==> src/hw/rtl/dfr_tap_ram.sv <==
// Single-port-write, registered-read coefficient store.
`timescale 1ns / 1ps
`default_nettype none
module dfr_tap_ram #(
    parameter int DEPTH = 32,
    parameter int WIDTH = 32,
    localparam int AW = $clog2(DEPTH)
) (
    input  wire logic             aclk,
    input  wire logic             we,
    input  wire logic [AW-1:0]    waddr,
    input  wire logic [WIDTH-1:0] wdata,
    input  wire logic [AW-1:0]    raddr,
    output logic      [WIDTH-1:0] rdata
);

    logic [WIDTH-1:0] mem [DEPTH];

    always_ff @(posedge aclk) begin
        if (we) begin
            mem[waddr] <= wdata;
        end
        rdata <= mem[raddr];
    end

endmodule
`default_nettype wire

==> config.mk <==
export PLATFORM = sky130hd
export DESIGN_NAME = dfr_tap_ram
export DESIGN_NICKNAME = d
export VERILOG_FILES = /design/src/hw/rtl/dfr_tap_ram.sv
export SDC_FILE = /design/constraint.sdc
export NUM_CORES = 1
export LEC_CHECK = 0
export ABC_AREA = 1
export BUFFER_PORTS_ARGS = -buffer_cell sky130_fd_sc_hd__buf_4
export CAP_MARGIN = 20
export CELL_PAD_IN_SITES_DETAIL_PLACEMENT = 2
export CELL_PAD_IN_SITES_GLOBAL_PLACEMENT = 2
export CORE_ASPECT_RATIO = 1.5
export CORE_MARGIN = 2
export CORE_UTILIZATION = 44
export DETAILED_ROUTE_END_ITERATION = 6
export HOLD_SLACK_MARGIN = 0.05
export MAX_ROUTING_LAYER = met4
export PLACE_DENSITY_LB_ADDON = 0.08
export SYNTH_ARGS = -nofsm -noshare
export SYNTH_HDL_FRONTEND = slang
export SYNTH_SLANG_ARGS = --single-unit
==> constraint.sdc <==
create_clock -name aclk -period 3.3 [get_ports aclk]
set_input_delay 0.66 -clock aclk [delete_from_list [all_inputs] [get_ports aclk]]
set_output_delay 0.66 -clock aclk [all_outputs]
set_load 0.02 [all_outputs]
== Word-level counts from Yosys, hierarchy flattened ==
Memories as Yosys holds them, arrays and structs flattened. A register that Yosys moved wholly into a read port is not among the register bits.
Cells that the tools add are included.

* Multiply operators: 0
* Eq/ne operators: 0
* Shift operators: 0
* Bitwise operators: 0
* Mux-type cells: 2
* $add $sub $neg: 0
* Magnitude comparators: 0
* Reduce and logical (&&, ||, !) cells: 0
* Div/mod/pow operators: 0

{| class="wikitable"
|+ Operators with widths
! cell !! number
|-
| $mux 1 || 2
|}

* ROM bits: 0
* Output and inout port bits: 32
* RAM bits: 1,024
* Input port bits: 44
* Latch bits: 0
* Logic and storage cells: 3
* Memories kept: 1
* Flip-flop bits (word level): 0

{| class="wikitable"
|+ Memories
! name !! words !! bits a word !! read ports !! clocked after Yosys merged registers in !! wr ports !! RTL line !! text
|-
| mem || 32 || 32 || 1 || 1 || 1 || 17 || <nowiki>logic [WIDTH-1:0] mem [DEPTH];</nowiki>
|}

== Longest topological paths before layout ==
Gate-level depths: netlist of run 1.

* Depth after elaboration: 2
* Mapped depth: 12
* Mapped depth without buffers: 9

== Worst setup path before layout of run 1 ==
OpenSTA, ideal clock, no wires.

* Path type: in2reg
* Start: input waddr[0]
* End: memory mem[0][0], enable pin
* Required time: 2,879 ps
* Arrival time: 2,315 ps
* Path slack: 564 ps
* Setup time: 421 ps
* Cell stages on the path: 3
* Buffers on the path: 0
* Cell sequence: inv_1 nand3_1 nor2_1

{| class="wikitable"
|+ RTL lines
! element !! RTL line !! text
|-
| from (decl) || 11 || <nowiki>input wire logic [AW-1:0] waddr,</nowiki>
|-
| to (decl) || 17 ||
|}

No word-level cell before the write port.

== Final worst setup path of run 1 ==
* Start: register rdata[16], read port of mem
* End: output rdata[16]

{| class="wikitable"
|+ RTL lines
! element !! RTL line !! text
|-
| from (decl) || 14 || <nowiki>output logic [WIDTH-1:0] rdata</nowiki>
|}

No word-level cell between the ends.

==> impl_results.md, run 1 <==
- Outcome: finished clean
- Actual slew at the worst max-slew pin: 0.806 ns
- P per Cell Area: 598 mW/mm2
- Achievable clock frequency: 0.478 GHz
- Worst Setup Slack, final: 1.21 ns
- Commonest non-fill, non-tap cell in the layout: nand2_1
- Placed insts: 4751
- Core Area: 0.0957 mm2
- Drt pass-1 iters: 5
- Post-synthesis instance total: 3536
- Die area: 0.0989 mm2
- Post-place setup slack: 0.567 ns
- Pins Over Slew Limit: 0
- Ports: 76
- Fin crit share: 0.635
- Starting DRT DRC Count: 1902
- PortBufs: 75
- Hold Crit Depth: 1
- Critical-path cell list: buf_4
- Initial Util: 0.443
- Clock Latency Late Sink: 0.71 ns
- Die span in y: 384 um
- Buf/Inv on CP: 1
- Clock sink total: 1056
- Worst path max stage delay: 0.51 ns
- Die extent in x: 257 um
- Leakage power: 17.4 nW
- Routed via count: 28.7k
- Layout area overhead: 12.6%
- Syn Nets: 3580
- Post-cts repair resize count: 0
- CP required: 2.64 ns
- Post-Syn Area per Cell: 12.0 um2
- Top cell type by total area after synthesis: edfxtp_1
- Initial antenna violation count: 3
- Flop2flop setup slack: 2.04 ns
- Mapped cell area: 0.0424 mm2
- Hold-fix buffers, CTS: 0
- Detailed Route WL: 148 mm
- Setup violators final: 0
- CTS buffer count: 101
- Layout cells sized above 1: 0.0943
- GRT overflow: 0
- Worst vdd ir: 0.000478 V
- WS Path Type: reg -> out
- Post-route DRC: 0
- Max Root-Sink Buffers: 3
- Gpl congestion: 0.756
- Hpwl dp: 76.4 mm
- Post-Layout Cell Count: 4942
- CTS tree: built
- Synthesized flop and latch total: 1056
- Final ANT Viol Nets: 0
- Sequential area share after synthesis: 0.740
- Top delay family on crit path: flip-flops
- CTS H-tree depth: 3
- Slew margin rel.: 0.461
- Nets: 3629
- CP Capture Type: primary output
- First-pass GRT wire length: 217 mm
- RSZ-0062 raised after global routing: false
- Post-CTS Setup Repair Bufs: 0
- Hold WC Path Type: in -> reg
- Total global-route track usage: 0.311
- Final instance area: 0.0478 mm2
- Hold wc startpoint: wdata[28]
- Yosys warnings: 0
- CP max-delay cell: dfxtp_1
- Wirelength per Cell: 30.0 um
- Reg-to-Reg Start: mem[25][5]
- Reg2reg path depth: 8
- Hold_ws: 0.358 ns
- Via density: 5.81
- Leading post-synthesis cells by cell area: edfxtp_1, nand2_1, nand3_1
- Crit path max fanout: 1
- Setup Skew: 0.0236 ns
- Crit path launch type: flop
- Total of max-cap violations: 0
- Reg2reg end: rdata[5]
- Row cnt: 139
- CTS root buf: clkbuf_16
- Dpl cell area: 0.0445 mm2
- Most frequent cells in the layout: nand2_1, edfxtp_1, nand3_1
- Vias in the first global route: 32.0k
- Fin. Hold Viols: 0
- Hold path endpoint: mem[8][28]
- Synth cell types: 14
- TNS Setup: 0 ns
- Clock-pin transition on the worst setup and hold timing paths: 0.06 ns
- Pin count of the biggest net entering global routing: 140
- Tmin final: 2.09 ns
- CP arrival: 1.43 ns
- Top cell type's share of synthesized area: 0.725
-- cell usage after synthesis --
master	n
clkbuf_1	24
buf_6	66
buf_1	18
inv_2	2
inv_1	7
nand3_1	780
buf_2	83
dfxtp_1	32
nor2_1	32
buf_8	3
nand2_1	1440
buf_4	24
edfxtp_1	1024
inv_8	1
-- how the worst max path moves through the flow --
| stage | slack (ns) | endpoint | startpoint | depth (start not counted) |
|---|---|---|---|---|
| finish | 1.21 | rdata[16] | rdata[16] | 1 |
| global route | 1.09 | rdata[24] | raddr[0] | 11 |
| CTS | 1.13 | rdata[16] | rdata[16] | 1 |
| detailed placement | 0.57 | rdata[5] | raddr[0] | 11 |
| global placement | 0.68 | rdata[5] | raddr[0] | 11 |
| floorplan | 0.56 | mem[0][0] | waddr[0] | 3 |
-- area by class of cell --
cell class	count	area, um2
Clock buffer	133	2780
Fill cell	9320	47900
Timing Repair Buffer	164	1800
Sequential cell	1056	31400
Clock inverter	55	458
Tap cell	1269	1590
Inverter	10	67.6
Multi-Input combinational cell	2252	9670
Antenna cell	3	7.51
-- layer usage --
metal  wire length, um  GRT usage
met4              5130      0.113
met5                 0          -
met1             57400      0.359
met3              6230     0.0323
met2             79600      0.559
-- where the power goes --
part / switching, W / leakage, nW / total (W) / internal, W
Clock: 0.00518 / 1.59 / 0.0116 / 0.00647
Sequential: 0.0000805 / 9.49 / 0.0150 / 0.0149
Combinational: 0.00145 / 6.29 / 0.00195 / 0.000501
Total: 0.00670 / 17.4 / 0.0286 / 0.0219
-- registers in the layout, summed over array words and instances, names as in the netlist --
name / cells
rdata: 32
mem: 1024
-- per-stage QoR --
step,util,power (W)
after CTS,0.499,0.0288
final,0.499,0.0286
after floorplan,-,0.0163
after detailed placement,0.465,0.0172
after global placement,0.465,0.0171
after global routing,0.499,0.0293
-- worst register-to-register path, delay by kind of cell (launching register included) --
kind,cells,cell delay (ns)
simple gates,8,0.76
flops,1,0.39
-- cell families after synthesis --
logic type,Yosys count,synth area share
buffers and inverters,228,0.0374
and+or+nand+nor,2252,0.222
DFF,1056,0.740
No activity file was read; power rests on OpenSTA's default activity.
==> inputs of run 2 (changes only) <==
--- a/config.mk
+++ b/config.mk
@@ -12,7 +12,7 @@
 export CELL_PAD_IN_SITES_GLOBAL_PLACEMENT = 2
 export CORE_ASPECT_RATIO = 1.5
 export CORE_MARGIN = 2
-export CORE_UTILIZATION = 44
+export CORE_UTILIZATION = 39
 export DETAILED_ROUTE_END_ITERATION = 6
 export HOLD_SLACK_MARGIN = 0.05
 export MAX_ROUTING_LAYER = met4
==> constraint.sdc (replaced) <==
create_clock -name aclk -period 1.8 [get_ports aclk]
set_input_delay 0.36 -clock aclk [delete_from_list [all_inputs] [get_ports aclk]]
set_output_delay 0.36 -clock aclk [all_outputs]
set_load 0.02 [all_outputs]
==> run 2 against run 1 <==
  * Clock power up 100%
  * Routed wire length up 1.5%
  * Total power up 92%
  * Worst setup slack worse by 1.1 ns
  * Sequential share of layout area down 3.4 points
  * Final cell count up 6.2%
  * Utilization down 3.4 points
  * Worst hold slack worse by 0.27 ns
  * Register-to-register slack worse by 1.5 ns
  * Via count up 1.4%
  * Non-clock buffer count up 144
==> impl_results.md, run 2 (synthesis results as in run 1) <==
- Actual slew at the worst max-slew pin: 0.606 ns
- CP max-delay cell: dfxtp_1
- Routed via count: 29.1k
- WS Path Type: reg -> out
- Flop2flop setup slack: 0.56 ns
- GRT overflow: 0
- Row cnt: 148
- Wirelength per Cell: 28.7 um
- P per Cell Area: 1090 mW/mm2
- Layout area overhead: 18.7%
- Achievable clock frequency: 0.582 GHz
- Commonest non-fill, non-tap cell in the layout: nand2_1
- CTS tree: built
- Ports: 76
- Detailed Route WL: 151 mm
- Placed insts: 5030
- Clock Latency Late Sink: 0.71 ns
- Die extent in x: 273 um
- Pin count of the biggest net entering global routing: 72
- Buf/Inv on CP: 1
- Area of the multi-input gates: 0.00967 mm2
- Total of max-cap violations: 0
- Int Pwr: 0.0423 W
- Slew margin rel.: 0.596
- Crit path launch type: flop
- Fin crit share: 0.955
- Largest registers: mem (1024), rdata (32)
- Outcome: finished clean
- Post-CTS Setup Repair Bufs: 0
- Register Area: 0.0314 mm2
- Die area: 0.111 mm2
- Switch Pwr: 0.0125 W
- Hpwl dp: 89.3 mm
- Initial Util: 0.392
- Drt pass-1 iters: 5
- Clock-pin transition on the worst setup and hold timing paths: 0.07 ns
- Setup violators final: 0
- Post-place setup slack: -0.0788 ns
- Critical-path cell list: buf_4
- Nets: 3776
- Vias in the first global route: 32.4k
- Max Root-Sink Buffers: 3
- First-pass GRT wire length: 221 mm
- Comb power frac: 0.071
- Top delay family on crit path: flip-flops
- Register name with the most flops: mem
- Sw frac: 0.229
- Worst path max stage delay: 0.46 ns
- Part of the power in registers: 0.501
- RSZ-0062 raised after global routing: false
- Worst vdd ir: 0.000796 V
- Final ANT Viol Nets: 0
- CTS H-tree depth: 3
- CTS buffer count: 104
- Post-route DRC: 0
- Via density: 5.55
- Layout cells sized above 1: 0.129
- Initial antenna violation count: 2
- Fin. Hold Viols: 0
- Leakage power: 18.5 nW
- Tmin final: 1.72 ns
- Crit path max fanout: 1
- Post-Layout Cell Count: 5247
- Setup Skew: 0.0219 ns
- Hold WC Path Type: in -> reg
- CP arrival: 1.36 ns
- Clock sink total: 1056
- Total global-route track usage: 0.281
- Core Area: 0.108 mm2
- Clk pwr share: 0.428
- Worst Setup Slack, final: 0.0807 ns
- Pins Over Slew Limit: 0
- Gpl congestion: 0.767
- Starting DRT DRC Count: 1641
- CP required: 1.44 ns
- CP Capture Type: primary output
- PortBufs: 75
- CTS root buf: clkbuf_16
- Die span in y: 408 um
- Filler cells: 10.8k
- Most frequent cells in the layout: nand2_1, edfxtp_1, nand3_1
- Max reg flops: 1024
-- run 2: area by class of cell --
type | instances | area share
antenna | 3 | 0.000149
clock buffer | 144 | 0.0587
clock inverter | 49 | 0.0131
inverter | 10 | 0.00134
multi-input combinational | 2252 | 0.192
sequential | 1056 | 0.624
tap | 1425 | 0.0354
timing repair buffer | 308 | 0.0757
-- run 2: per-stage QoR --
stage / util / TNS (ns) / cell area [um2] / power, W / hold slack [ns]
3_3_place_gp: 0.430 / -0.832 / 46500 / 0.0317 / 0.753
3_5_place_dp: 0.430 / -3.79 / 46500 / 0.0319 / 0.764
6_report: 0.466 / 0 / 50300 / 0.0548 / 0.0832
5_1_grt: 0.466 / 0 / 50300 / 0.0564 / 0.0860
2_1_floorplan: - / -248.93 / 42500 / 0.0299 / 0.459
4_1_cts: 0.465 / 0 / 50300 / 0.0553 / 0.0527
-- run 2: what timing repair did --
action | in CTS | in global routing
resized for setup | 2 | 0
hold endpoints to repair | 410 | 0
setup endpoints to repair | 2 | 0
hold buffers | 21 | 0
-- run 2: power by group through the flow --
stage,Sequential [W],Combinational (W),Clock [W]
final,0.0275,0.00390,0.0234
after floorplan,0.0280,0.00189,0
after global routing,0.0275,0.00425,0.0247
after detailed placement,0.0280,0.00387,0
after global placement,0.0280,0.00372,0
after CTS,0.0275,0.00396,0.0238
-- run 2: path summary, 6_finish.rpt --
check,end,depth (start not counted),startpoint
max,rdata[27],1,rdata[27]
min,mem[4][28],1,wdata[28]
max reg2reg,rdata[13],8,mem[22][13]
min reg2reg,rdata[14],8,mem[26][14]
-- run 2: layer usage --
layer | vias to the layer above | routed length (um) | part of all wire | global-route usage
met4 | 0 | 4250 | 0.028 | 0.0844
met5 | - | 0 | 0 | -
li1 | 12700 | - | - | -
met2 | 508 | 81400 | 0.54 | 0.505
met1 | 15700 | 60600 | 0.40 | 0.331
met3 | 209 | 4300 | 0.029 | 0.0262
