==> src/hw/rtl/dfr_pkg.sv <==
// Shared constants, types and tables of the frequency response core.
`timescale 1ns / 1ps
`default_nettype none
package dfr_pkg;

    localparam int MAX_TAPS     = 32;
    localparam int PHASE_BITS   = 16;
    localparam int CORDIC_STEPS = 28;

    localparam int TAP_AW  = $clog2(MAX_TAPS);
    localparam int CNT_W   = $clog2(MAX_TAPS + 1);
    localparam int COEF_W  = 32;
    localparam int TRIG_W  = 33;
    localparam int PROD_W  = COEF_W + TRIG_W;
    localparam int ACC_W   = 35 + $clog2(MAX_TAPS);
    localparam int DEN_W   = 61;
    localparam int HNUM_W  = 64;
    localparam int RES_W   = 32;
    localparam int STEP_W  = 5;
    localparam int CFG_W   = 6;
    localparam int J_W     = 3;

    typedef enum logic [1:0] {
        ACT_LOAD_NUM = 2'd0,
        ACT_LOAD_DEN = 2'd1,
        ACT_EVAL     = 2'd2,
        ACT_NONE     = 2'd3
    } action_t;

    typedef enum logic [1:0] {
        STAT_OK       = 2'd0,
        STAT_DEN_NULL = 2'd1,
        STAT_DEN_ZERO = 2'd2
    } status_t;

    typedef enum logic [3:0] {
        S_IDLE,
        S_ANGLE,
        S_TRIG,
        S_MUL,
        S_MAG,
        S_SCALE,
        S_DMUL,
        S_DSTART,
        S_DWAIT,
        S_OUT
    } state_t;

    localparam logic REG_NUM_TAPS = 1'b0;
    localparam logic REG_DEN_TAPS = 1'b1;

    // arctangent of 2^-i in units of 2^-32 turn
    function automatic logic [31:0] atan_turn(input logic [STEP_W-1:0] i);
        logic [31:0] v;
        unique case (i)
            5'd0:  v = 32'd536870912;
            5'd1:  v = 32'd316933406;
            5'd2:  v = 32'd167458907;
            5'd3:  v = 32'd85004756;
            5'd4:  v = 32'd42667331;
            5'd5:  v = 32'd21354465;
            5'd6:  v = 32'd10679838;
            5'd7:  v = 32'd5340245;
            5'd8:  v = 32'd2670163;
            5'd9:  v = 32'd1335087;
            5'd10: v = 32'd667544;
            5'd11: v = 32'd333772;
            5'd12: v = 32'd166886;
            5'd13: v = 32'd83443;
            5'd14: v = 32'd41721;
            5'd15: v = 32'd20861;
            5'd16: v = 32'd10430;
            5'd17: v = 32'd5215;
            5'd18: v = 32'd2608;
            5'd19: v = 32'd1304;
            5'd20: v = 32'd652;
            5'd21: v = 32'd326;
            5'd22: v = 32'd163;
            5'd23: v = 32'd81;
            5'd24: v = 32'd41;
            5'd25: v = 32'd20;
            5'd26: v = 32'd10;
            5'd27: v = 32'd5;
            default: v = 32'd0;
        endcase
        return v;
    endfunction

    // tap count in use, capped at the store depth
    function automatic logic [CNT_W-1:0] taps_used(input logic [CFG_W-1:0] n);
        logic [CNT_W-1:0] v;
        if (int'(n) > MAX_TAPS) begin
            v = CNT_W'(MAX_TAPS);
        end else begin
            v = CNT_W'(n);
        end
        return v;
    endfunction

endpackage
`default_nettype wire

==> src/hw/rtl/dfr_cordic.sv <==
// Iterative CORDIC giving cosine and sine in Q2.30, one step per cycle.
`timescale 1ns / 1ps
`default_nettype none
module dfr_cordic (
    input  wire logic                            aclk,
    input  wire logic                            aresetn,
    input  wire logic                            start,
    input  wire logic [31:0]                     angle,
    output logic                                 done,
    output logic signed [dfr_pkg::TRIG_W-1:0]    cos_out,
    output logic signed [dfr_pkg::TRIG_W-1:0]    sin_out
);

    localparam logic signed [dfr_pkg::TRIG_W-1:0] X_INIT = dfr_pkg::TRIG_W'(652032874);

    logic signed [dfr_pkg::TRIG_W-1:0] x_reg, y_reg;
    logic signed [31:0]                z_reg;
    logic [1:0]                        q_reg;
    logic [dfr_pkg::STEP_W-1:0]        i_reg;
    logic                              busy_reg, done_reg;

    logic signed [dfr_pkg::TRIG_W-1:0] sx, sy;
    logic signed [31:0]                at;

    assign sx = x_reg >>> i_reg;
    assign sy = y_reg >>> i_reg;
    assign at = $signed(dfr_pkg::atan_turn(i_reg));

    always_ff @(posedge aclk) begin
        if (!aresetn) begin
            busy_reg <= 1'b0;
            done_reg <= 1'b0;
        end else begin
            done_reg <= 1'b0;
            if (start) begin
                busy_reg <= 1'b1;
                i_reg    <= '0;
                x_reg    <= X_INIT;
                y_reg    <= '0;
                // fold to [-1/8, 1/8) turn, carry into the quadrant
                q_reg    <= angle[31:30] + {1'b0, angle[29]};
                z_reg    <= $signed({2'b00, angle[29:0]}) - (angle[29] ? 32'sh4000_0000 : 32'sd0);
            end else if (busy_reg) begin
                if (!z_reg[31]) begin
                    x_reg <= x_reg - sy;
                    y_reg <= y_reg + sx;
                    z_reg <= z_reg - at;
                end else begin
                    x_reg <= x_reg + sy;
                    y_reg <= y_reg - sx;
                    z_reg <= z_reg + at;
                end
                i_reg <= i_reg + 1'b1;
                if (i_reg == dfr_pkg::STEP_W'(dfr_pkg::CORDIC_STEPS - 1)) begin
                    busy_reg <= 1'b0;
                    done_reg <= 1'b1;
                end
            end
        end
    end

    always_comb begin
        unique case (q_reg)
            2'd0: begin cos_out = x_reg;  sin_out = y_reg;  end
            2'd1: begin cos_out = -y_reg; sin_out = x_reg;  end
            2'd2: begin cos_out = -x_reg; sin_out = -y_reg; end
            default: begin cos_out = y_reg; sin_out = -x_reg; end
        endcase
    end

    assign done = done_reg;

endmodule
`default_nettype wire

==> config.mk <==
export PLATFORM = sky130hd
export DESIGN_NAME = dfr_cordic
export DESIGN_NICKNAME = d
export VERILOG_FILES = /design/src/hw/rtl/dfr_pkg.sv /design/src/hw/rtl/dfr_cordic.sv
export SDC_FILE = /design/constraint.sdc
export NUM_CORES = 1
export LEC_CHECK = 0
export CAP_MARGIN = 10
export CORE_MARGIN = 1
export CORE_UTILIZATION = 55
export DETAILED_ROUTE_END_ITERATION = 8
export DONT_BUFFER_PORTS = 1
export PLACE_DENSITY_LB_ADDON = 0.05
export SYNTH_ARGS = -nofsm -noshare
export SYNTH_HDL_FRONTEND = slang
export SYNTH_SLANG_ARGS = --single-unit
==> constraint.sdc <==
create_clock -name aclk -period 10.5 [get_ports aclk]
set_input_delay 0.525 -clock aclk [delete_from_list [all_inputs] [get_ports aclk]]
set_output_delay 0.525 -clock aclk [all_outputs]
set_load 0.02 [all_outputs]
# After elaboration in Yosys (flattened, before gate mapping)
# Memories as Yosys holds them, arrays and structs flattened. A register that Yosys moved wholly into a read port is not among the register bits.
# Index checks and enable logic that the tools add are counted.
dict set report totals {
  ff_bits 107
  romBits 960
  inputBits 35
  output_inout_bits 67
  word_cells 48
  mem_count 1
}
dict set report op_classes {
  add_sub_neg 11
  n_eq_ne 3
  shift 2
  muxes 17
  bitwise 2
  reduce_logical 5
}
# name words word_bits rd rd_clocked_by_memory_dff write_ports line
set mem_list {}
lappend mem_list {{(no name shown)} 32 30 1 1 0 dfr_pkg.sv:55} ;# unique case (i)
# operator n
set ops {}
lappend ops {{33-bit one-hot mux with 3 select lines} 2}
lappend ops {{33-bit two-way mux} 4}
lappend ops {{32-bit two-way mux} 3}
lappend ops {{33-bit adder} 2}
lappend ops {{33-bit negator} 2}
lappend ops {{33-bit by 5-bit >>> shifter with 33-bit output} 2}
lappend ops {{33-bit subtractor} 2}
lappend ops {{32-bit adder} 1}
lappend ops {{30-bit by 31-bit subtractor with 32-bit output} 1}
lappend ops {{32-bit subtractor} 1}
lappend ops {{31-bit two-way mux} 1}
lappend ops {{5-bit two-way mux} 3}
lappend ops {{5-bit by 1-bit adder with 5-bit output, second input constant} 1}
lappend ops {{5-bit == test, second input constant} 1}
lappend ops {{1-bit two-way mux} 4}
lappend ops {{2-bit AND reduction} 2}
lappend ops {{3-bit OR reduction} 1}
lappend ops {{2-bit by 1-bit adder with 2-bit output} 1}
lappend ops {{2-bit by 1-bit == test with 1-bit output, second input constant} 1}
lappend ops {{2-bit == test, second input constant} 1}
lappend ops {{2-bit logical NOT} 1}
lappend ops {{1-bit NOT} 2}
lappend ops {{2-bit nonzero test} 1}

# Logic depth before layout (Yosys ltp)
# Gate-level depths: netlist of the first run.
dict set report logic_depth {
  depth_word 4
  depth_mapped 29
  ltp_nobuf 23
}

# Worst setup path before layout of the first run
# Ideal clock, no wire load.
dict set report synth_path {
  path_type {reg2reg}
  start {reg i_reg[0] in the netlist's numbering}
  end {reg y_reg[20] in the netlist's numbering (data pin)}
  setup_ns 0.260
  arrival_time_ns 5.204
  t_required_ns 10.240
  setup_slack_ns 5.037
  stages_incl_launch_ff 22
  path_buffers 4
  period_less_slack_ns 5.463
  cell_sequence {edfxtp_1 buf_6 buf_6 buf_2 mux4_2 mux2_2 a221oi_1 and4_1 buf_2 nor2_1 xnor2_1 ha_1 a21o_1 a21oi_1 nor2b_1 a311o_1 o211a_1 a2111o_1 a31oi_1 o21bai_1 a21oi_1 mux2_2}
}
dict set report synth_between {
  elab_chain_cells 4
  elab_cells_between_ends 5
  classes_between {add/sub (2); shift (1); mux (2)}
}
# element line
set synth_rtl {}
lappend synth_rtl {{start, declared} dfr_cordic.sv:19} ;# logic [dfr_pkg::STEP_W-1:0] i_reg;
lappend synth_rtl {{start signal, assigned} dfr_cordic.sv:53} ;# i_reg <= i_reg + 1'b1;
lappend synth_rtl {{33-bit by 5-bit >>> shifter with 33-bit output *} dfr_cordic.sv:25} ;# assign sx = x_reg >>> i_reg;
lappend synth_rtl {{33-bit adder / 33-bit subtractor (equally long branches)} {dfr_cordic.sv:46, dfr_cordic.sv:50}}
lappend synth_rtl {{33-bit two-way mux *} dfr_cordic.sv:44} ;# if (!z_reg[31]) begin
lappend synth_rtl {{33-bit two-way mux *} dfr_cordic.sv:43} ;# end else if (busy_reg) begin
lappend synth_rtl {{end signal, assigned} dfr_cordic.sv:46} ;# y_reg <= y_reg + sx;
lappend synth_rtl {{end signal, assigned} dfr_cordic.sv:50} ;# y_reg <= y_reg - sx;
lappend synth_rtl {{end, declared} dfr_cordic.sv:16} ;# logic signed [dfr_pkg::TRIG_W-1:0] x_reg, y_reg;
# Every way passes the cells marked *; elsewhere a longest branch is shown, timed or not. The select of a mux whose other input is x is not followed.
# A chain may end at the register's enable or synchronous reset.

# Worst setup path after layout of the first run
dict set report layout_path {
  start {reg i_reg[0] in the netlist's numbering}
  end {reg y_reg[29] in the netlist's numbering (data pin)}
}
# The elaborated chain is that of the path after synthesis.

==> results.md, run 1 <==
* Status: finished, violations left
* Failing checks: design-rule violations
* H-tree depth at 4
* DRC at 22
* Flop2flop setup slack at 2.93 ns
* Initial antenna violation count at 1
* Pwr dens at 236 nW/um^2
* Sequential power share at 0.232
* Fin crit share at 0.721
* Final Hold Fails at 0
* Layout cell share with drive strength beyond 1 at 0.102
* Largest net degree at the start of global routing at 136
* Leading cell type in the layout, fill and taps excluded: nor2_1
* MaxCap Viol Count at 0
* PnR worst setup slack at 2.93 ns
* Largest delay share family, worst path: compound AO/OA/AOI/OAI gates
* Num CTS Buffers at 17
* CP most frequent cell: nor2_1
* DP HPWL at 51.0 mm
* Setup WS pre-CTS at 3.23 ns
* Reg area at 3790 um^2
* CTS Buffer Depth at 2
* CP peak stage delay at 0.87 ns
* Sequential element share of the synthesized area at 0.190
* Max_slew headroom at 0.285
* Leakage at 0.00783 uW
* Core ar. at 35700 um^2
* Vias in the first global route at 17300
* Final ANT Viol Nets at 0
* TritonRoute pass-1 iters at 9
* Num ports at 102
* CTS tree: done
* Synth cell types at 99
* Ys Warns at 0
* Syn Inst Count at 2392
* Syn Nets at 2540
* Root buf cell: clkbuf_16
* Die height at 192 um
* Final Max Slew Viols at 0
* Achievable Freq at 132 MHz
* Slew at the pin with the worst max-slew slack at 1.07 ns
* Global-route usage over all layers at 0.370
* Via count at 18900
* Nets at 2391
* Syn-to-layout area delta at 2.68%
* Post-synth EDFFs at 105
* Width of the die at 192 um
* Required @ worst endpoint at 10.70 ns
* Global placement routability congestion at 1.08
* Levels on crit path at 19
* Via density at 6.97
* Fin crit period at 7.57 ns
* Slowest-stage cell, CP: o31ai_1
* Die Area at 37000 um^2
* Reg2Reg Depth at 19
* Syn Std Cell Area at 19900 um^2
* Worst setup path endpoint: y_reg[29]
* VDD IR-drop max at 0.173 mV
* Most frequent cells in the layout: nor2_1, nand2_1, o21ai_0
* Worst Setup SP: i_reg[0]
* Buffers plus inverters on the worst setup path at 2
* GRT overflow at 0
* Clock latency on the worst-skew pair at 0.46 ns
* Wire length per cell at 25.3 um
* Critical Path, Cell by Cell: buf_4, mux4_1, mux4_2, o32ai_1, nor2b_1, and4_1, a41oi_1, o21a_1, ha_1, nand3_1, nor2_1, inv_1, o311ai_0, o21ai_0, o31ai_1, a41o_1, a21oi_1, xor2_1, nor2_1
* Initial core utilization at 0.559
* Clk pwr share at 0.126
* Routed WL at 68.6 mm
* Post-synth ARST share at 0
* CTS sink cnt at 137
* Setup TNS at 0 ns
* Core Rows at 69
* FILL cells at 3306
* Pint at 2390 uW
* Unrepaired setup endpoints after global routing: false
* Min-Delay Path Class: primary input to flop
* IO Port Bufs at 0
* Number of diodes at 0
* # resized after CTS at 0
* Comb power frac at 0.642
* Core Util, Final at 0.575
* Switching part of the total power at 0.506
* Total Power at 4840 uW
* Worst setup SP type: flop
* Final setup viols at 0
* FF+latch count, synth at 137
* Crit path DAT at 7.76 ns
* First-pass GRT wire length at 103 mm
* NetSw at 2450 uW
* Post-CTS Setup Bufs at 0
* Crit Path Max Fanout at 34
* Syn avg cell area at 8.34 um^2
* Setup Crit Path Kind: flop to flop
* R2r startpoint: i_reg[0]
* Clock transition at path regs at 0.07 ns
* Worst Skew at 0.0194 ns
* R2r endpoint: y_reg[29]
* Nature of the critical path endpoint: flop
* Post-CTS Hold Fix Bufs at 0
* Iteration-0 DRC count of the detailed router at 2382
* Multi-input logic area at 15100 um^2
* Primary FF master, synth: edfxtp_1
[routing by layer]
metal  vias up  share of wire  GRT usage
li1       8602              -          -
met3       154           0.11     0.0709
met5         -        0.00019          0
met1      9095           0.43      0.531
met2      1083           0.43      0.546
met4         2          0.032      0.136
[metrics by stage]
step	cell area [um^2]	std cells	hold WS, ns
4_1_cts	20500	2717	0.252
5_1_grt	20500	2717	0.275
3_5_place_dp	19900	2685	0.556
3_3_place_gp	19900	2685	0.541
6_report	20500	2717	0.269
2_1_floorplan	19900	2392	0.463
[cell type report]
| type | count | area share |
|---|---|---|
| Inverter | 47 | 0.00873 |
| Timing Repair Buffer | 27 | 0.0105 |
| Multi-Input combinational cell | 2013 | 0.739 |
| Clock buffer | 23 | 0.0250 |
| Clock inverter | 9 | 0.00354 |
| Sequential cell | 137 | 0.185 |
| Tap cell | 461 | 0.0282 |
[how the worst min path moves through the flow]
stage,startpoint,to,slack (ns),cells past startpoint
2_1_floorplan,busy_reg,done,0.46,2
3_3_place_gp,busy_reg,done,0.54,2
3_5_place_dp,busy_reg,done,0.56,2
4_1_cts,angle[15],z_reg[15],0.25,2
5_1_grt,angle[9],z_reg[9],0.28,2
6_report,angle[15],z_reg[15],0.27,2
[cells in the mapped netlist, drive strengths merged, types with 21 or more instances]
cell type,instances,area share
nand3,41,0.011
clkbuf,124,0.023
edfxtp,105,0.16
xnor2,122,0.054
nor2b,36,0.012
nor3,59,0.016
or3,21,0.0071
nor2,255,0.048
ha,110,0.069
dfxtp,32,0.032
a211oi,27,0.010
nand2b,39,0.012
a31oi,27,0.0085
a21oi,161,0.040
and2,23,0.0072
buf,71,0.019
inv,45,0.0085
a21o,54,0.020
nand2,215,0.040
mux2i,73,0.037
mux4,106,0.12
o21ai,167,0.042
mux2,41,0.023
nor4,21,0.0090
xor2,118,0.052
[cell families after synthesis]
logic type / Yosys count / synth area share
buffers and inverters: 242 / 0.0513
AOI/OAI and AO/OA: 642 / 0.207
and+or+nand+nor: 798 / 0.194
adders and majority gates: 113 / 0.0720
xor gates and xnor gates: 240 / 0.105
muxes: 220 / 0.181
DFF: 137 / 0.190
[power groups by stage]
stage	registers, uW	logic, uW	clock network [uW]
floorplan	841	2510	0
global placement	1100	2990	0
finish	1120	3100	609
detailed placement	1110	3020	0
CTS	1100	3050	621
global route	1120	3380	637
Power figures use the tool's default switching activity.
==> run 2: changes to the inputs <==
==> constraint.sdc (replaced) <==
create_clock -name aclk -period 7.2 [get_ports aclk]
set_input_delay 0.36 -clock aclk [delete_from_list [all_inputs] [get_ports aclk]]
set_output_delay 0.36 -clock aclk [all_outputs]
set_load 0.02 [all_outputs]
==> results.md, run 2 (same netlist as run 1, synthesis figures left out) <==
* Leakage at 0.00805 uW
* Pint at 3520 uW
* Final ANT Viol Nets at 0
* Routed WL at 69.4 mm
* Via count at 19100
* Multi-input logic area at 15100 um^2
* Die height at 192 um
* Placed cells at 2726
* Fin crit period at 6.57 ns
* R2r startpoint: i_reg[0]
* H-tree depth at 4
* Final Max Slew Viols at 0
* Post-CTS Hold Fix Bufs at 0
* First-pass GRT wire length at 105 mm
* Layout cell share with drive strength beyond 1 at 0.119
* Unrepaired setup endpoints after global routing: false
* Largest net degree at the start of global routing at 136
* PnR worst setup slack at 0.630 ns
* Initial antenna violation count at 2
* Most frequent cells in the layout: nor2_1, nand2_1, o21ai_0
* Number of diodes at 0
* Via density at 6.91
* Clock transition at path regs at 0.08 ns
* CTS sink cnt at 137
* Initial core utilization at 0.559
* VDD IR-drop max at 0.285 mV
* Crit Path Max Fanout at 44
* Sequential power share at 0.222
* Flop2flop setup slack at 0.63 ns
* Min-Delay Path Class: primary input to flop
* IO Port Bufs at 0
* Root buf cell: clkbuf_16
* Final Hold Fails at 0
* Setup TNS at 0 ns
* Core ar. at 35700 um^2
* Global placement routability congestion at 1.07
* Worst setup SP type: flop
* Core Rows at 69
* Num ports at 102
* Worst Hold Endpoint: z_reg[16]
* Vias in the first global route at 17700
* Required @ worst endpoint at 7.42 ns
* Achievable Freq at 152 MHz
* Reg2Reg Depth at 21
* Setup WS pre-CTS at 0.806 ns
* Final setup viols at 0
* Failing checks: design-rule violations
* Die Area at 37000 um^2
* Num CTS Buffers at 17
* CTS tree: done
* Core Util, Final at 0.585
* Leading cell type in the layout, fill and taps excluded: nor2_1
* R2r endpoint: x_reg[30]
* DP HPWL at 51.7 mm
* Hold Path Stages at 2
* Status: finished, violations left
* Reg area at 3790 um^2
* # resized after CTS at 0
* Hold_sp: angle[16]
* Max_slew headroom at 0.327
* Clock latency on the worst-skew pair at 0.48 ns
* Worst hold margin at 0.0753 ns
* Comb power frac at 0.652
* Nature of the critical path endpoint: flop
* CTS Buffer Depth at 2
* Setup Crit Path Kind: flop to flop
* GRT overflow at 0
* DRC at 22
* Pwr dens at 344 nW/um^2
* NetSw at 3650 uW
* MaxCap Viol Count at 0
* FILL cells at 3259
* Switching part of the total power at 0.509
* Clk pwr share at 0.127
* Global-route usage over all layers at 0.375
* Final Non-Filler Cells at 2758
* Width of the die at 192 um
* Crit path DAT at 6.79 ns
* Worst Skew at 0.0245 ns
* Wire length per cell at 25.2 um
* TritonRoute pass-1 iters at 7
* Iteration-0 DRC count of the detailed router at 2188
* Syn-to-layout area delta at 4.55%
* Slew at the pin with the worst max-slew slack at 1.01 ns
* Nets at 2432
* Fin crit share at 0.912
* Post-CTS Setup Bufs at 0
[run 2: layout make-up]
cell class / instances / share of cell area
multi-input cells: 2013 / 0.726
inverters: 47 / 0.00858
clock inverters: 15 / 0.00708
clock buffers: 17 / 0.0204
repair buffers: 68 / 0.0287
flip-flops and latches: 137 / 0.182
well taps: 461 / 0.0277
[run 2: worst max-delay path: stages (launching register included)]
cell       delay (ns)
edfxtp_1         0.44
buf_12           0.30
buf_12           0.25
mux2_2           0.38
a22o_1           0.23
o31ai_1          0.50
a2bb2oi_1        0.60
and3_1           0.28
a21oi_1          0.09
xnor2_1          0.18
ha_1             0.38
a2111oi_0        0.42
o21ai_0          0.24
a41o_1           0.35
a211oi_1         0.25
buf_4            0.21
nand3b_1         0.19
o2111ai_1        0.13
a21o_1           0.25
a221oi_1         0.34
xor2_1           0.21
nor2_1           0.05
[run 2: how the worst max path moves through the flow]
stage / from / end / cells past startpoint
after global routing: i_reg[0] / x_reg[30] / 22
after CTS: i_reg[0] / x_reg[32] / 22
after detailed placement: i_reg[0] / x_reg[30] / 22
final: i_reg[0] / x_reg[30] / 21
after global placement: x_reg[23] / y_reg[32] / 21
after floorplan: i_reg[0] / y_reg[20] / 21
[run 2: metrics by stage]
step	power, uW	cell area [um^2]
3_3_place_gp	6070	20300
3_5_place_dp	6130	20300
6_report	7180	20900
4_1_cts	7080	20900
5_1_grt	7630	20900
2_1_floorplan	4890	19900
[run 2: per-layer routing]
metal / track usage / wire length (um)
met1: 0.508 / 29200
met2: 0.559 / 29900
met3: 0.101 / 7780
met4: 0.158 / 2570
met5: 0 / 10
[run 2: power groups by stage]
stage                     Clock, uW  Sequential (uW)  Combinational [uW]
final                           909             1590                4680
after detailed placement          0             1570                4560
after global routing            949             1600                5090
after floorplan                   0             1230                3660
after CTS                       929             1560                4590
after global placement            0             1570                4500
