`config.mk`:
```
export PLATFORM = sky130hd
export DESIGN_NAME = dfr_divider
export DESIGN_NICKNAME = d
export VERILOG_FILES = /design/src/hw/rtl/dfr_pkg.sv /design/src/hw/rtl/dfr_divider.sv
export SDC_FILE = /design/constraint.sdc
export NUM_CORES = 1
export LEC_CHECK = 0
export ABC_AREA = 0
export BUFFER_PORTS_ARGS = -buffer_cell sky130_fd_sc_hd__clkbuf_2
export CORE_MARGIN = 2
export CORE_UTILIZATION = 40
export CTS_CLUSTER_SIZE = 10
export DETAILED_ROUTE_END_ITERATION = 10
export MAX_ROUTING_LAYER = met4
export PLACE_DENSITY_LB_ADDON = 0.3
export SYNTH_ARGS = -nofsm -noshare
export SYNTH_HDL_FRONTEND = slang
export SYNTH_SLANG_ARGS = --single-unit
```
`constraint.sdc`:
```
create_clock -name aclk -period 6.75 [get_ports aclk]
set_input_delay 1.35 -clock aclk [delete_from_list [all_inputs] [get_ports aclk]]
set_output_delay 1.35 -clock aclk [all_outputs]
set_load 0.01 [all_outputs]
```
`src/hw/rtl/dfr_pkg.sv`:
```
// Shared constants, types and tables of the frequency response core.
`timescale 1ns / 1ps
`default_nettype none
package dfr_pkg;

    localparam int MAX_TAPS     = 32;
    localparam int PHASE_BITS   = 16;
    localparam int CORDIC_STEPS = 28;

    localparam int TAP_AW  = $clog2(MAX_TAPS);
    localparam int CNT_W   = $clog2(MAX_TAPS + 1);
    localparam int COEF_W  = 32;
    localparam int TRIG_W  = 33;
    localparam int PROD_W  = COEF_W + TRIG_W;
    localparam int ACC_W   = 35 + $clog2(MAX_TAPS);
    localparam int DEN_W   = 61;
    localparam int HNUM_W  = 64;
    localparam int RES_W   = 32;
    localparam int STEP_W  = 5;
    localparam int CFG_W   = 6;
    localparam int J_W     = 3;

    typedef enum logic [1:0] {
        ACT_LOAD_NUM = 2'd0,
        ACT_LOAD_DEN = 2'd1,
        ACT_EVAL     = 2'd2,
        ACT_NONE     = 2'd3
    } action_t;

    typedef enum logic [1:0] {
        STAT_OK       = 2'd0,
        STAT_DEN_NULL = 2'd1,
        STAT_DEN_ZERO = 2'd2
    } status_t;

    typedef enum logic [3:0] {
        S_IDLE,
        S_ANGLE,
        S_TRIG,
        S_MUL,
        S_MAG,
        S_SCALE,
        S_DMUL,
        S_DSTART,
        S_DWAIT,
        S_OUT
    } state_t;

    localparam logic REG_NUM_TAPS = 1'b0;
    localparam logic REG_DEN_TAPS = 1'b1;

    // arctangent of 2^-i in units of 2^-32 turn
    function automatic logic [31:0] atan_turn(input logic [STEP_W-1:0] i);
        logic [31:0] v;
        unique case (i)
            5'd0:  v = 32'd536870912;
            5'd1:  v = 32'd316933406;
            5'd2:  v = 32'd167458907;
            5'd3:  v = 32'd85004756;
            5'd4:  v = 32'd42667331;
            5'd5:  v = 32'd21354465;
            5'd6:  v = 32'd10679838;
            5'd7:  v = 32'd5340245;
            5'd8:  v = 32'd2670163;
            5'd9:  v = 32'd1335087;
            5'd10: v = 32'd667544;
            5'd11: v = 32'd333772;
            5'd12: v = 32'd166886;
            5'd13: v = 32'd83443;
            5'd14: v = 32'd41721;
            5'd15: v = 32'd20861;
            5'd16: v = 32'd10430;
            5'd17: v = 32'd5215;
            5'd18: v = 32'd2608;
            5'd19: v = 32'd1304;
            5'd20: v = 32'd652;
            5'd21: v = 32'd326;
            5'd22: v = 32'd163;
            5'd23: v = 32'd81;
            5'd24: v = 32'd41;
            5'd25: v = 32'd20;
            5'd26: v = 32'd10;
            5'd27: v = 32'd5;
            default: v = 32'd0;
        endcase
        return v;
    endfunction

    // tap count in use, capped at the store depth
    function automatic logic [CNT_W-1:0] taps_used(input logic [CFG_W-1:0] n);
        logic [CNT_W-1:0] v;
        if (int'(n) > MAX_TAPS) begin
            v = CNT_W'(MAX_TAPS);
        end else begin
            v = CNT_W'(n);
        end
        return v;
    endfunction

endpackage
`default_nettype wire

```
`src/hw/rtl/dfr_divider.sv`:
```
// Restoring divider giving a rounded, saturated Q16.16 quotient, one bit per cycle.
`timescale 1ns / 1ps
`default_nettype none
module dfr_divider (
    input  wire logic                                 aclk,
    input  wire logic                                 aresetn,
    input  wire logic                                 start,
    input  wire logic signed [dfr_pkg::HNUM_W-1:0]    num,
    input  wire logic        [dfr_pkg::DEN_W-1:0]     den,
    output logic                                      done,
    output logic signed [dfr_pkg::RES_W-1:0]          quo
);

    localparam int QB  = 33;           // 16 integer bits, 17 fraction bits
    localparam int CW  = $clog2(QB + 1);
    localparam int RW  = dfr_pkg::DEN_W + 1;
    localparam int CMPW = dfr_pkg::HNUM_W + 16;

    logic [dfr_pkg::HNUM_W-1:0] mag;
    logic [RW-1:0]              rem_reg, trial;
    logic [QB-1:0]              sh_reg, q_reg;
    logic [dfr_pkg::DEN_W-1:0]  d_reg;
    logic [CW-1:0]              cnt_reg;
    logic                       busy_reg, done_reg, neg_reg, sat_reg;
    logic [QB:0]                res;

    assign mag   = num[dfr_pkg::HNUM_W-1] ? dfr_pkg::HNUM_W'(-num) : dfr_pkg::HNUM_W'(num);
    assign trial = {rem_reg[RW-2:0], sh_reg[QB-1]};

    always_ff @(posedge aclk) begin
        if (!aresetn) begin
            busy_reg <= 1'b0;
            done_reg <= 1'b0;
        end else begin
            done_reg <= 1'b0;
            if (start) begin
                busy_reg <= 1'b1;
                cnt_reg  <= CW'(QB);
                neg_reg  <= num[dfr_pkg::HNUM_W-1];
                // integer part of 2^16 or more saturates
                sat_reg  <= (CMPW'(mag) >= (CMPW'(den) << 16));
                rem_reg  <= RW'(mag >> 16);
                sh_reg   <= {mag[15:0], 17'b0};
                d_reg    <= den;
                q_reg    <= '0;
            end else if (busy_reg) begin
                if (trial >= {1'b0, d_reg}) begin
                    rem_reg <= trial - {1'b0, d_reg};
                    q_reg   <= {q_reg[QB-2:0], 1'b1};
                end else begin
                    rem_reg <= trial;
                    q_reg   <= {q_reg[QB-2:0], 1'b0};
                end
                sh_reg  <= {sh_reg[QB-2:0], 1'b0};
                cnt_reg <= cnt_reg - 1'b1;
                if (cnt_reg == CW'(1)) begin
                    busy_reg <= 1'b0;
                    done_reg <= 1'b1;
                end
            end
        end
    end

    always_comb begin
        if (sat_reg) begin
            res = (QB + 1)'(34'h1_0000_0000);
        end else begin
            res = ({1'b0, q_reg} + 1'b1) >> 1;
        end
        if (neg_reg) begin
            if (res > (QB + 1)'(34'h0_8000_0000)) begin
                quo = 32'sh8000_0000;
            end else begin
                quo = -$signed(res[dfr_pkg::RES_W-1:0]);
            end
        end else begin
            if (res > (QB + 1)'(34'h0_7FFF_FFFF)) begin
                quo = 32'sh7FFF_FFFF;
            end else begin
                quo = $signed(res[dfr_pkg::RES_W-1:0]);
            end
        end
    end

    assign done = done_reg;

endmodule
`default_nettype wire
```
# Yosys cells after proc, flatten, opt, wreduce, memory -nomap -nowiden
# Cells that the tools add are included.
# totals
ff_bits,197
word_cells,44
# op_classes
add_sub_neg,5
n_lt_le_gt_ge,4
n_eq_ne,1
n_mux,17
bitwise,2
n_reduce_logical,4
# ops
op,count
$mux 33,4
$mux 61,2
$mux 32,3
$ge 64x77->1,1
$mux 64,1
$neg 64->64,1
$ge 62x61->1,1
$sub 61x61->61,1
$mux 48,1
$add 33x1->34 const B,1
$gt 34x31->1 const B,1
$gt 34x32->1 const B,1
$neg 32->32,1
$eq 6x1->1 const B,1
$mux 6,1
$sub 6x1->6 const B,1
$mux 1,5
$reduce_and 2->1,2
$reduce_or 3->1,1
$not 1->1,2
$reduce_bool 2->1,1

# Longest topological paths before layout
# Gate-level depths: netlist (run 1).
# depth
ltp_word,5
mapped_depth,20
ltp_nobuf,19

# Least setup slack after synthesis (run 1)
# Ideal clock, no wire load.
# synth_path
path_type,input-to-reg
start,input num[12] (netlist bit)
end,"register sat_reg, data pin"
setup_time_ns,0.262
arrival_ns,5.740
path_slack_ns,0.748
stages,20
path_cell_list,buf_4 > or4_4 > or4_4 > or4_4 > or3_1 > buf_2 > or4_4 > o41ai_2 > xnor2_1 > ha_1 > a21o_1 > a21o_1 > a21o_1 > a21o_1 > a21o_1 > a21o_1 > a21oi_1 > o221ai_1 > a21oi_1 > o21ai_0
# synth_via
elab_chain_cells,3
# synth_rtl
element,line_no,source
start: declaration,dfr_divider.sv:8,"input wire logic signed [dfr_pkg::HNUM_W-1:0] num,"
$neg 64->64,dfr_divider.sv:27,assign mag = num[dfr_pkg::HNUM_W-1] ? dfr_pkg::HNUM_W'(-num) : dfr_pkg::HNUM_W'(num);
$mux 64 (*),dfr_divider.sv:27,
$ge 64x77->1 (*),dfr_divider.sv:41,sat_reg <= (CMPW'(mag) >= (CMPW'(den) << 16));
end signal: assignment,dfr_divider.sv:41,
end: declaration,dfr_divider.sv:24,"logic busy_reg, done_reg, neg_reg, sat_reg;"
# Every way passes the cells marked *; elsewhere a longest branch is shown, timed or not.
# A chain may end at the register's enable or synchronous reset.

# Worst setup path in the final report (run 1)
# Same ends and word-level chain as after synthesis.

==> results.ini, run 1 <==
[critical_path]
r2r_end=rem_reg[57]
r2r_cells=12
cp.arrival_ps=6590
rrSetupSlack_ps=2430
critPathKind=input pin to flop
path_max_fanout=10
cp_num_buf_inv=2
cp-startpoint=num[12]
endpoint=sat_reg
path_depth=19
cpMostUsedCell=or4_4
cp_top_family=simple AND/OR/NAND/NOR gates
cp_cell_sequence=clkbuf_2, or4_4, or4_4, or4_4, or3_1, buf_4, nor4_2, nand2_1, o31ai_1, xnor2_1, ha_1, nand4_1, nor3_1, nand3_1, nor4_1, nand4_1, nor4b_1, nor2_1, o21ai_0
cpPeakStageDelay_ps=550
end_kind=flop
critPathLaunchType=input pin
cpMaxStageDelayCell=or4_4
reg2reg_from=rem_reg[7]
cp.required_ps=7040

[run]
cap_violations=0

[power]
sw_frac_of_total=0.3480
p_comb_frac=0.356
p_sw_mw=1.334
p_clk_frac=0.275
irDropWorstVdd_mv=0.1932
seqPwrFrac=0.370
leakagePower_nw=7.059
intPower_mw=2.499
powerDensity_nw_per_um2=217.9

[clocking]
cts_setup_buffers=0
cts_buffers=17
cts_tree=yes
htreeDepth=4
clock_path_buffers=2
holdBufCountCts=0
cts-root-buf=clkbuf_16
ctsResizeCount=0
cts_sinks=181
clk_pin_slew_ps=70
clkLatencyLatePin_ps=450

[die]
num_io_pins=161
dieArea_sq_um=40930
chipWidth_um=202.3
core-area_sq_um=38740
core.rowCount=72
initial_core_util=0.4061
die_h_um=202.3

[sta]
relSlewSlack=0.3443
fin_setup_tns_ps=0
fmax_mhz=158.8
hold_viol_final=0
finalMaxSlewViolations=0
setup_violations=0
layout_min_cycle_time_ps=6299
rsz0062_at_grt=false
hold_slack_ps=443.7
worst_pin_slew_ps=983.5
worst_clock_skew_ps=13.62
post-route-period-util=0.9332

[route]
first_iter_violations=1010
ant_nets=0
drc_errors=0
wl_per_cell_um=17.91
wl_mm=44.91
vias=14230
drtPass1Iterations=5
vias_per_cell=5.673

[yosys]
async_flop_share=0
ys.flop_type=edfxtp_1
syn_nets=2111
synth_edf_count=179
ys_warn_count=0
synth_top_area_cell=edfxtp_1
ys_types=76
yosysTopAreaCellShare=0.3417
syn_avg_cell_area_sq_um=8.425
netlist_area_sq_um=15730
ys_top_cells_by_area=edfxtp_1 (34%), ha_1 (9.1%), xnor2_1 (5.6%)
synth-seq-area-share=0.3443
synth.ff_latch_count=181
syn_inst=1867

[placement]
gp_congestion=0.9368
hpwl_mm=34.63
io_buffers=160

[outcome]
status=finished clean

[final_layout]
area_growth_pct=11.83
drive_gt1_frac=0.1185
num-nets-final=2214
fillers=3904

[grt]
grt_pass1_wl_mm=71.97
grt_overflow_total=0
first_global_vias=13520
grt.total_usage=0.2254
grt_max_degree=65
antenna_found_initial=6

[min_path]
hp-class=flop to flop

==> routing by layer <==
layer  up-vias  global-route usage  routed length (um)
met5         -                   -                   0
met4         0             0.07664                1119
met3        68             0.03080                2345
met2       455              0.3409               19750
met1      6682              0.3100               21690
li1       7023                   -                   -
==> Yosys cell counts, types with 8 or more instances <==
cell / n
and2_1: 11
o31ai_1: 24
o21ai_0: 112
a211oi_1: 20
a21oi_1: 167
ha_1: 115
o21bai_1: 11
buf_1: 12
nand4_1: 44
nor4_1: 26
and3_1: 15
xnor2_1: 100
xor2_1: 49
nor2_1: 182
nor3b_1: 9
o22ai_1: 9
nor3_1: 43
or3_1: 16
o21a_1: 21
nor2b_1: 38
o41ai_1: 13
and4_1: 8
nand3_1: 38
a31oi_1: 18
or4_1: 15
edfxtp_1: 179
mux2i_1: 16
nand2b_1: 14
a311oi_1: 12
a21o_1: 45
nand2_1: 167
clkbuf_1: 80
inv_1: 139
==> area by class of cell <==
type	count	area, sq um	share of cell area
clock buffers	23	478.0	0.02717
repair buffers	178	938.4	0.05335
multi-input cells	1451	9438	0.5365
clock inverters	9	126.4	0.007184
diodes	7	17.52	0.0009958
inverters	141	529.3	0.03009
flip-flops and latches	181	5415	0.3078
well taps	518	648.1	0.03684
==> layout by cell type, fill, tap and decap left out, drive strengths merged, types with 44 or more instances in the layout <==
master	instances
clkbuf	182
ha	115
nand4	44
xnor2	100
nor2	182
edfxtp	179
a21oi	167
a21o	45
inv	141
xor2	49
o21ai	113
nand2	167
==> kinds of logic after synthesis <==
logic type                 synth area share
and+or+nand+nor                      0.2023
AOI/OAI and AO/OA                    0.2090
buffers and inverters               0.05639
DFF                                  0.3443
xor gates and xnor gates            0.08296
adders and majority gates           0.09275
muxes                               0.01233
==> how the worst min path moves through the flow <==
stage	from	cells past startpoint	to	slack [ps]
2_1_floorplan	busy_reg	2	done	410
3_3_place_gp	busy_reg	2	done	430
3_5_place_dp	busy_reg	2	done	440
4_1_cts	busy_reg	2	done	450
5_1_grt	busy_reg	2	done	470
6_report	busy_reg	2	done	440
==> power by group through the flow <==
| stage | combinational, mW | sequential [mW] | clock [mW] |
|---|---|---|---|
| CTS | 1.35 | 1.42 | 1.07 |
| detailed placement | 1.34 | 1.44 | 0 |
| floorplan | 0.989 | 1.42 | 0 |
| global route | 1.52 | 1.43 | 1.10 |
| finish | 1.36 | 1.42 | 1.05 |
| global placement | 1.33 | 1.44 | 0 |
==> stage by stage <==
| step | instance area (sq um) | util | cells | setup WS, ps | total power [mW] |
|---|---|---|---|---|---|
| after detailed placement | 16970 | 0.4380 | 2469 | 73.89 | 2.782 |
| after CTS | 17570 | 0.4537 | 2501 | 526.9 | 3.836 |
| after global placement | 16970 | 0.4380 | 2469 | 296.6 | 2.764 |
| after global routing | 17590 | 0.4540 | 2507 | 277.6 | 4.055 |
| final | 17590 | 0.4541 | 2508 | 450.9 | 3.832 |
| after floorplan | 15730 | - | 1867 | 748.3 | 2.412 |
==> worst register-to-register path: cells and delay by family, from the launching register on <==
kind / cells / cell delay (ps)
xor+xnor: 1 / 120
compound gates: 8 / 2770
fa+ha+maj: 1 / 400
buf+inv: 1 / 220
simple gates: 1 / 180
flops: 1 / 400
No activity file was read; power rests on OpenSTA's default activity.
==> run 2: changes to the inputs <==
--- a/config.mk
+++ b/config.mk
@@ -5,14 +5,14 @@
 export SDC_FILE = /design/constraint.sdc
 export NUM_CORES = 1
 export LEC_CHECK = 0
-export ABC_AREA = 0
+export ABC_AREA = 1
 export BUFFER_PORTS_ARGS = -buffer_cell sky130_fd_sc_hd__clkbuf_2
 export CORE_MARGIN = 2
 export CORE_UTILIZATION = 40
 export CTS_CLUSTER_SIZE = 10
 export DETAILED_ROUTE_END_ITERATION = 10
 export MAX_ROUTING_LAYER = met4
-export PLACE_DENSITY_LB_ADDON = 0.3
+export PLACE_DENSITY_LB_ADDON = 0.15
 export SYNTH_ARGS = -nofsm -noshare
 export SYNTH_HDL_FRONTEND = slang
 export SYNTH_SLANG_ARGS = --single-unit
==> results.ini, run 2 <==
[die]
dieArea_sq_um=46900  ; +15%
core.rowCount=77  ; +6.9%
num_io_pins=161  ; unchanged
initial_core_util=0.4070  ; +0.0008916
die_h_um=216.6  ; +7.1%
core-area_sq_um=44410  ; +15%
chipWidth_um=216.6  ; +7.1%

[sta]
finalMaxSlewViolations=0  ; unchanged
fin_setup_tns_ps=0  ; unchanged
layout_min_cycle_time_ps=5160  ; -1139 ps
hold_viol_final=0  ; unchanged
post-route-period-util=0.7645  ; -0.1687
rsz0062_at_grt=false
setup_violations=0  ; unchanged
worst_pin_slew_ps=975.8  ; -7.707 ps
relSlewSlack=0.3495  ; +0.005139
worst_clock_skew_ps=24.66  ; +11.03 ps
fmax_mhz=193.8  ; +22%

[route]
first_iter_violations=1723  ; +71%
wl_per_cell_um=19.57  ; +9.3%
drtPass1Iterations=6  ; +1
drc_errors=0  ; unchanged
vias=18390  ; +29%
vias_per_cell=5.305  ; -6.5%
ant_nets=0  ; unchanged
wl_mm=67.84  ; +51%

[clocking]
clkLatencyLatePin_ps=490  ; +40 ps
cts_setup_buffers=0  ; unchanged
clk_pin_slew_ps=70  ; about the same
clock_path_buffers=2  ; unchanged
htreeDepth=4  ; unchanged
ctsResizeCount=0  ; unchanged
cts-root-buf=clkbuf_16
cts_tree=yes
cts_sinks=181  ; unchanged
cts_buffers=17  ; unchanged
holdBufCountCts=0  ; unchanged

[run]
cap_violations=0  ; unchanged

[yosys]
synth_top_area_cell=edfxtp_1
ys_types=48  ; -37%
syn_avg_cell_area_sq_um=6.631  ; -21%
synth_edf_count=179  ; unchanged
syn_nets=2970  ; +41%
netlist_area_sq_um=18070  ; +15%
yosysTopAreaCellShare=0.2974  ; -0.04433
ys_top_cells_by_area=edfxtp_1 (30%), nand2_1 (14%), nor2_1 (8.8%)
ys_top_cells_by_count=nand2_1 (690), nor2_1 (424), inv_1 (400)
async_flop_share=0  ; unchanged
synth-seq-area-share=0.2996  ; -0.04466
ys_warn_count=0  ; unchanged
synth.ff_latch_count=181  ; unchanged
syn_inst=2726  ; +46%
yosysMostFrequentCell=nand2_1
ys.flop_type=edfxtp_1

[critical_path]
rrSetupSlack_ps=2190  ; -240 ps
end_kind=output port
cp.required_ps=5400  ; -1640 ps
path_max_fanout=25  ; +15
critPathLaunchType=flop
r2r_cells=17  ; +5
r2r_end=rem_reg[58]
cp.arrival_ps=3810  ; -2780 ps
reg2reg_from=sh_reg[32]
critPathKind=flop to output port

[outcome]
status=finished clean

[power]
p_sw_mw=1.694  ; +27%
seqPwrFrac=0.350  ; -0.020
p_clk_frac=0.241  ; -0.034
leakagePower_nw=9.254  ; +31%
powerDensity_nw_per_um2=206.6  ; -5.2%
p_comb_frac=0.409  ; +0.053
intPower_mw=2.447  ; -2.1%
sw_frac_of_total=0.4091  ; +0.06108
irDropWorstVdd_mv=0.1531  ; -21%

[min_path]
worstHoldPathCells=2  ; unchanged
min_to=done
hold_start=busy_reg
hp-class=flop to flop

[final_layout]
multi_input_area_sq_um=10900  ; +16%
final_cell_mix=nand2_1 (688), nor2_1 (423), inv_1 (399)
fin_util=0.4513  ; -0.002796
num-nets-final=3106  ; +40%
final_common_cell=nand2_1
drive_gt1_frac=0.09569  ; -0.02282
layout.area.seq_sq_um=5415  ; unchanged
finalNonFillerCells=3467  ; +38%
area_growth_pct=10.90
fillers=4805  ; +23%

[grt]
antenna_found_initial=1  ; -5
grt_pass1_wl_mm=103.9  ; +44%
first_global_vias=17830  ; +32%
grt.total_usage=0.2989  ; +0.07354
grt_overflow_total=0  ; unchanged
grt_max_degree=72  ; +11%

[placement]
hpwl_mm=56.56  ; +63%
dp.cells=3435  ; +39%
io_buffers=160  ; unchanged
gp_congestion=1.027  ; +9.6%

-- run 2: cell types whose count changed in the layout (fill, tap and decap cells not counted), moves of 21 or more --
cell	change
nand2_1	+521
inv_1	+260
nor2_1	+241
nand3_1	+149
xnor2_1	-55
nand3b_1	+51
a21o_1	-40
nor2b_1	-38
o21ai_0	+24
o31ai_1	-23
xor2_1	+21
-- run 2: how the worst max path moves through the flow --
stage          startpoint    endpoint  slack (ps)  depth (start not counted)
6_report         q_reg[0]     quo[20]        1590                         13
5_1_grt          q_reg[0]     quo[20]        1340                         13
4_1_cts          q_reg[0]     quo[20]        1550                         13
3_5_place_dp       num[2]     sat_reg        1530                         24
3_3_place_gp       num[1]     sat_reg        1720                         26
2_1_floorplan       start  cnt_reg[0]        2170                          3
-- run 2: area by class of cell --
class	instances	area share
antenna	1	0.0001248
clock buffer	17	0.02122
clock inverter	14	0.006367
inverter	406	0.07603
multi-input combinational	2082	0.5439
sequential	181	0.2702
tap	592	0.03695
timing repair buffer	174	0.04519
-- run 2: cell families after synthesis --
kind of cell	share of synthesized area
adders and majority gates	0.08071
buffers and inverters	0.09816
AOI/OAI and AO/OA	0.1067
DFF	0.2996
xor gates and xnor gates	0.05572
and+or+nand+nor	0.3591
-- run 2: metal layers --
| layer | wire length, um | vias up | GRT usage |
|---|---|---|---|
| li1 | - | 9139 | - |
| met1 | 31930 | 8690 | 0.4022 |
| met2 | 31320 | 500 | 0.4790 |
| met3 | 3080 | 64 | 0.03425 |
| met4 | 1509 | 0 | 0.07626 |
| met5 | 0 | - | - |
-- run 2: power groups by stage --
stage	registers, mW	clock network (mW)	logic (mW)
after floorplan	1.46	0	1.15
after detailed placement	1.47	0	1.67
after global placement	1.47	0	1.66
after global routing	1.47	1.06	1.89
after CTS	1.45	1.02	1.68
final	1.45	0.997	1.69
-- run 2: per-stage QoR --
stage | power [mW] | instance area (sq um) | worst slack, ps | hold WS (ps)
after global routing | 4.411 | 20040 | 1345 | 541.0
after detailed placement | 3.146 | 19490 | 1534 | 511.2
final | 4.142 | 20040 | 1590 | 520.4
after floorplan | 2.607 | 18070 | 2171 | 429.6
after global placement | 3.135 | 19490 | 1717 | 495.3
after CTS | 4.155 | 20040 | 1551 | 521.8
-- run 2: worst max-delay path, cell delays in order (launching register included) --
cell,delay (ps)
edfxtp_1,500
ha_1,250
nand2_1,130
nor2_4,200
nand2_2,130
nor2_4,200
nand4_1,140
xor2_1,220
or2_1,320
nand2_4,240
nand2_4,200
nand2_4,250
o21ai_0,330
clkbuf_2,180
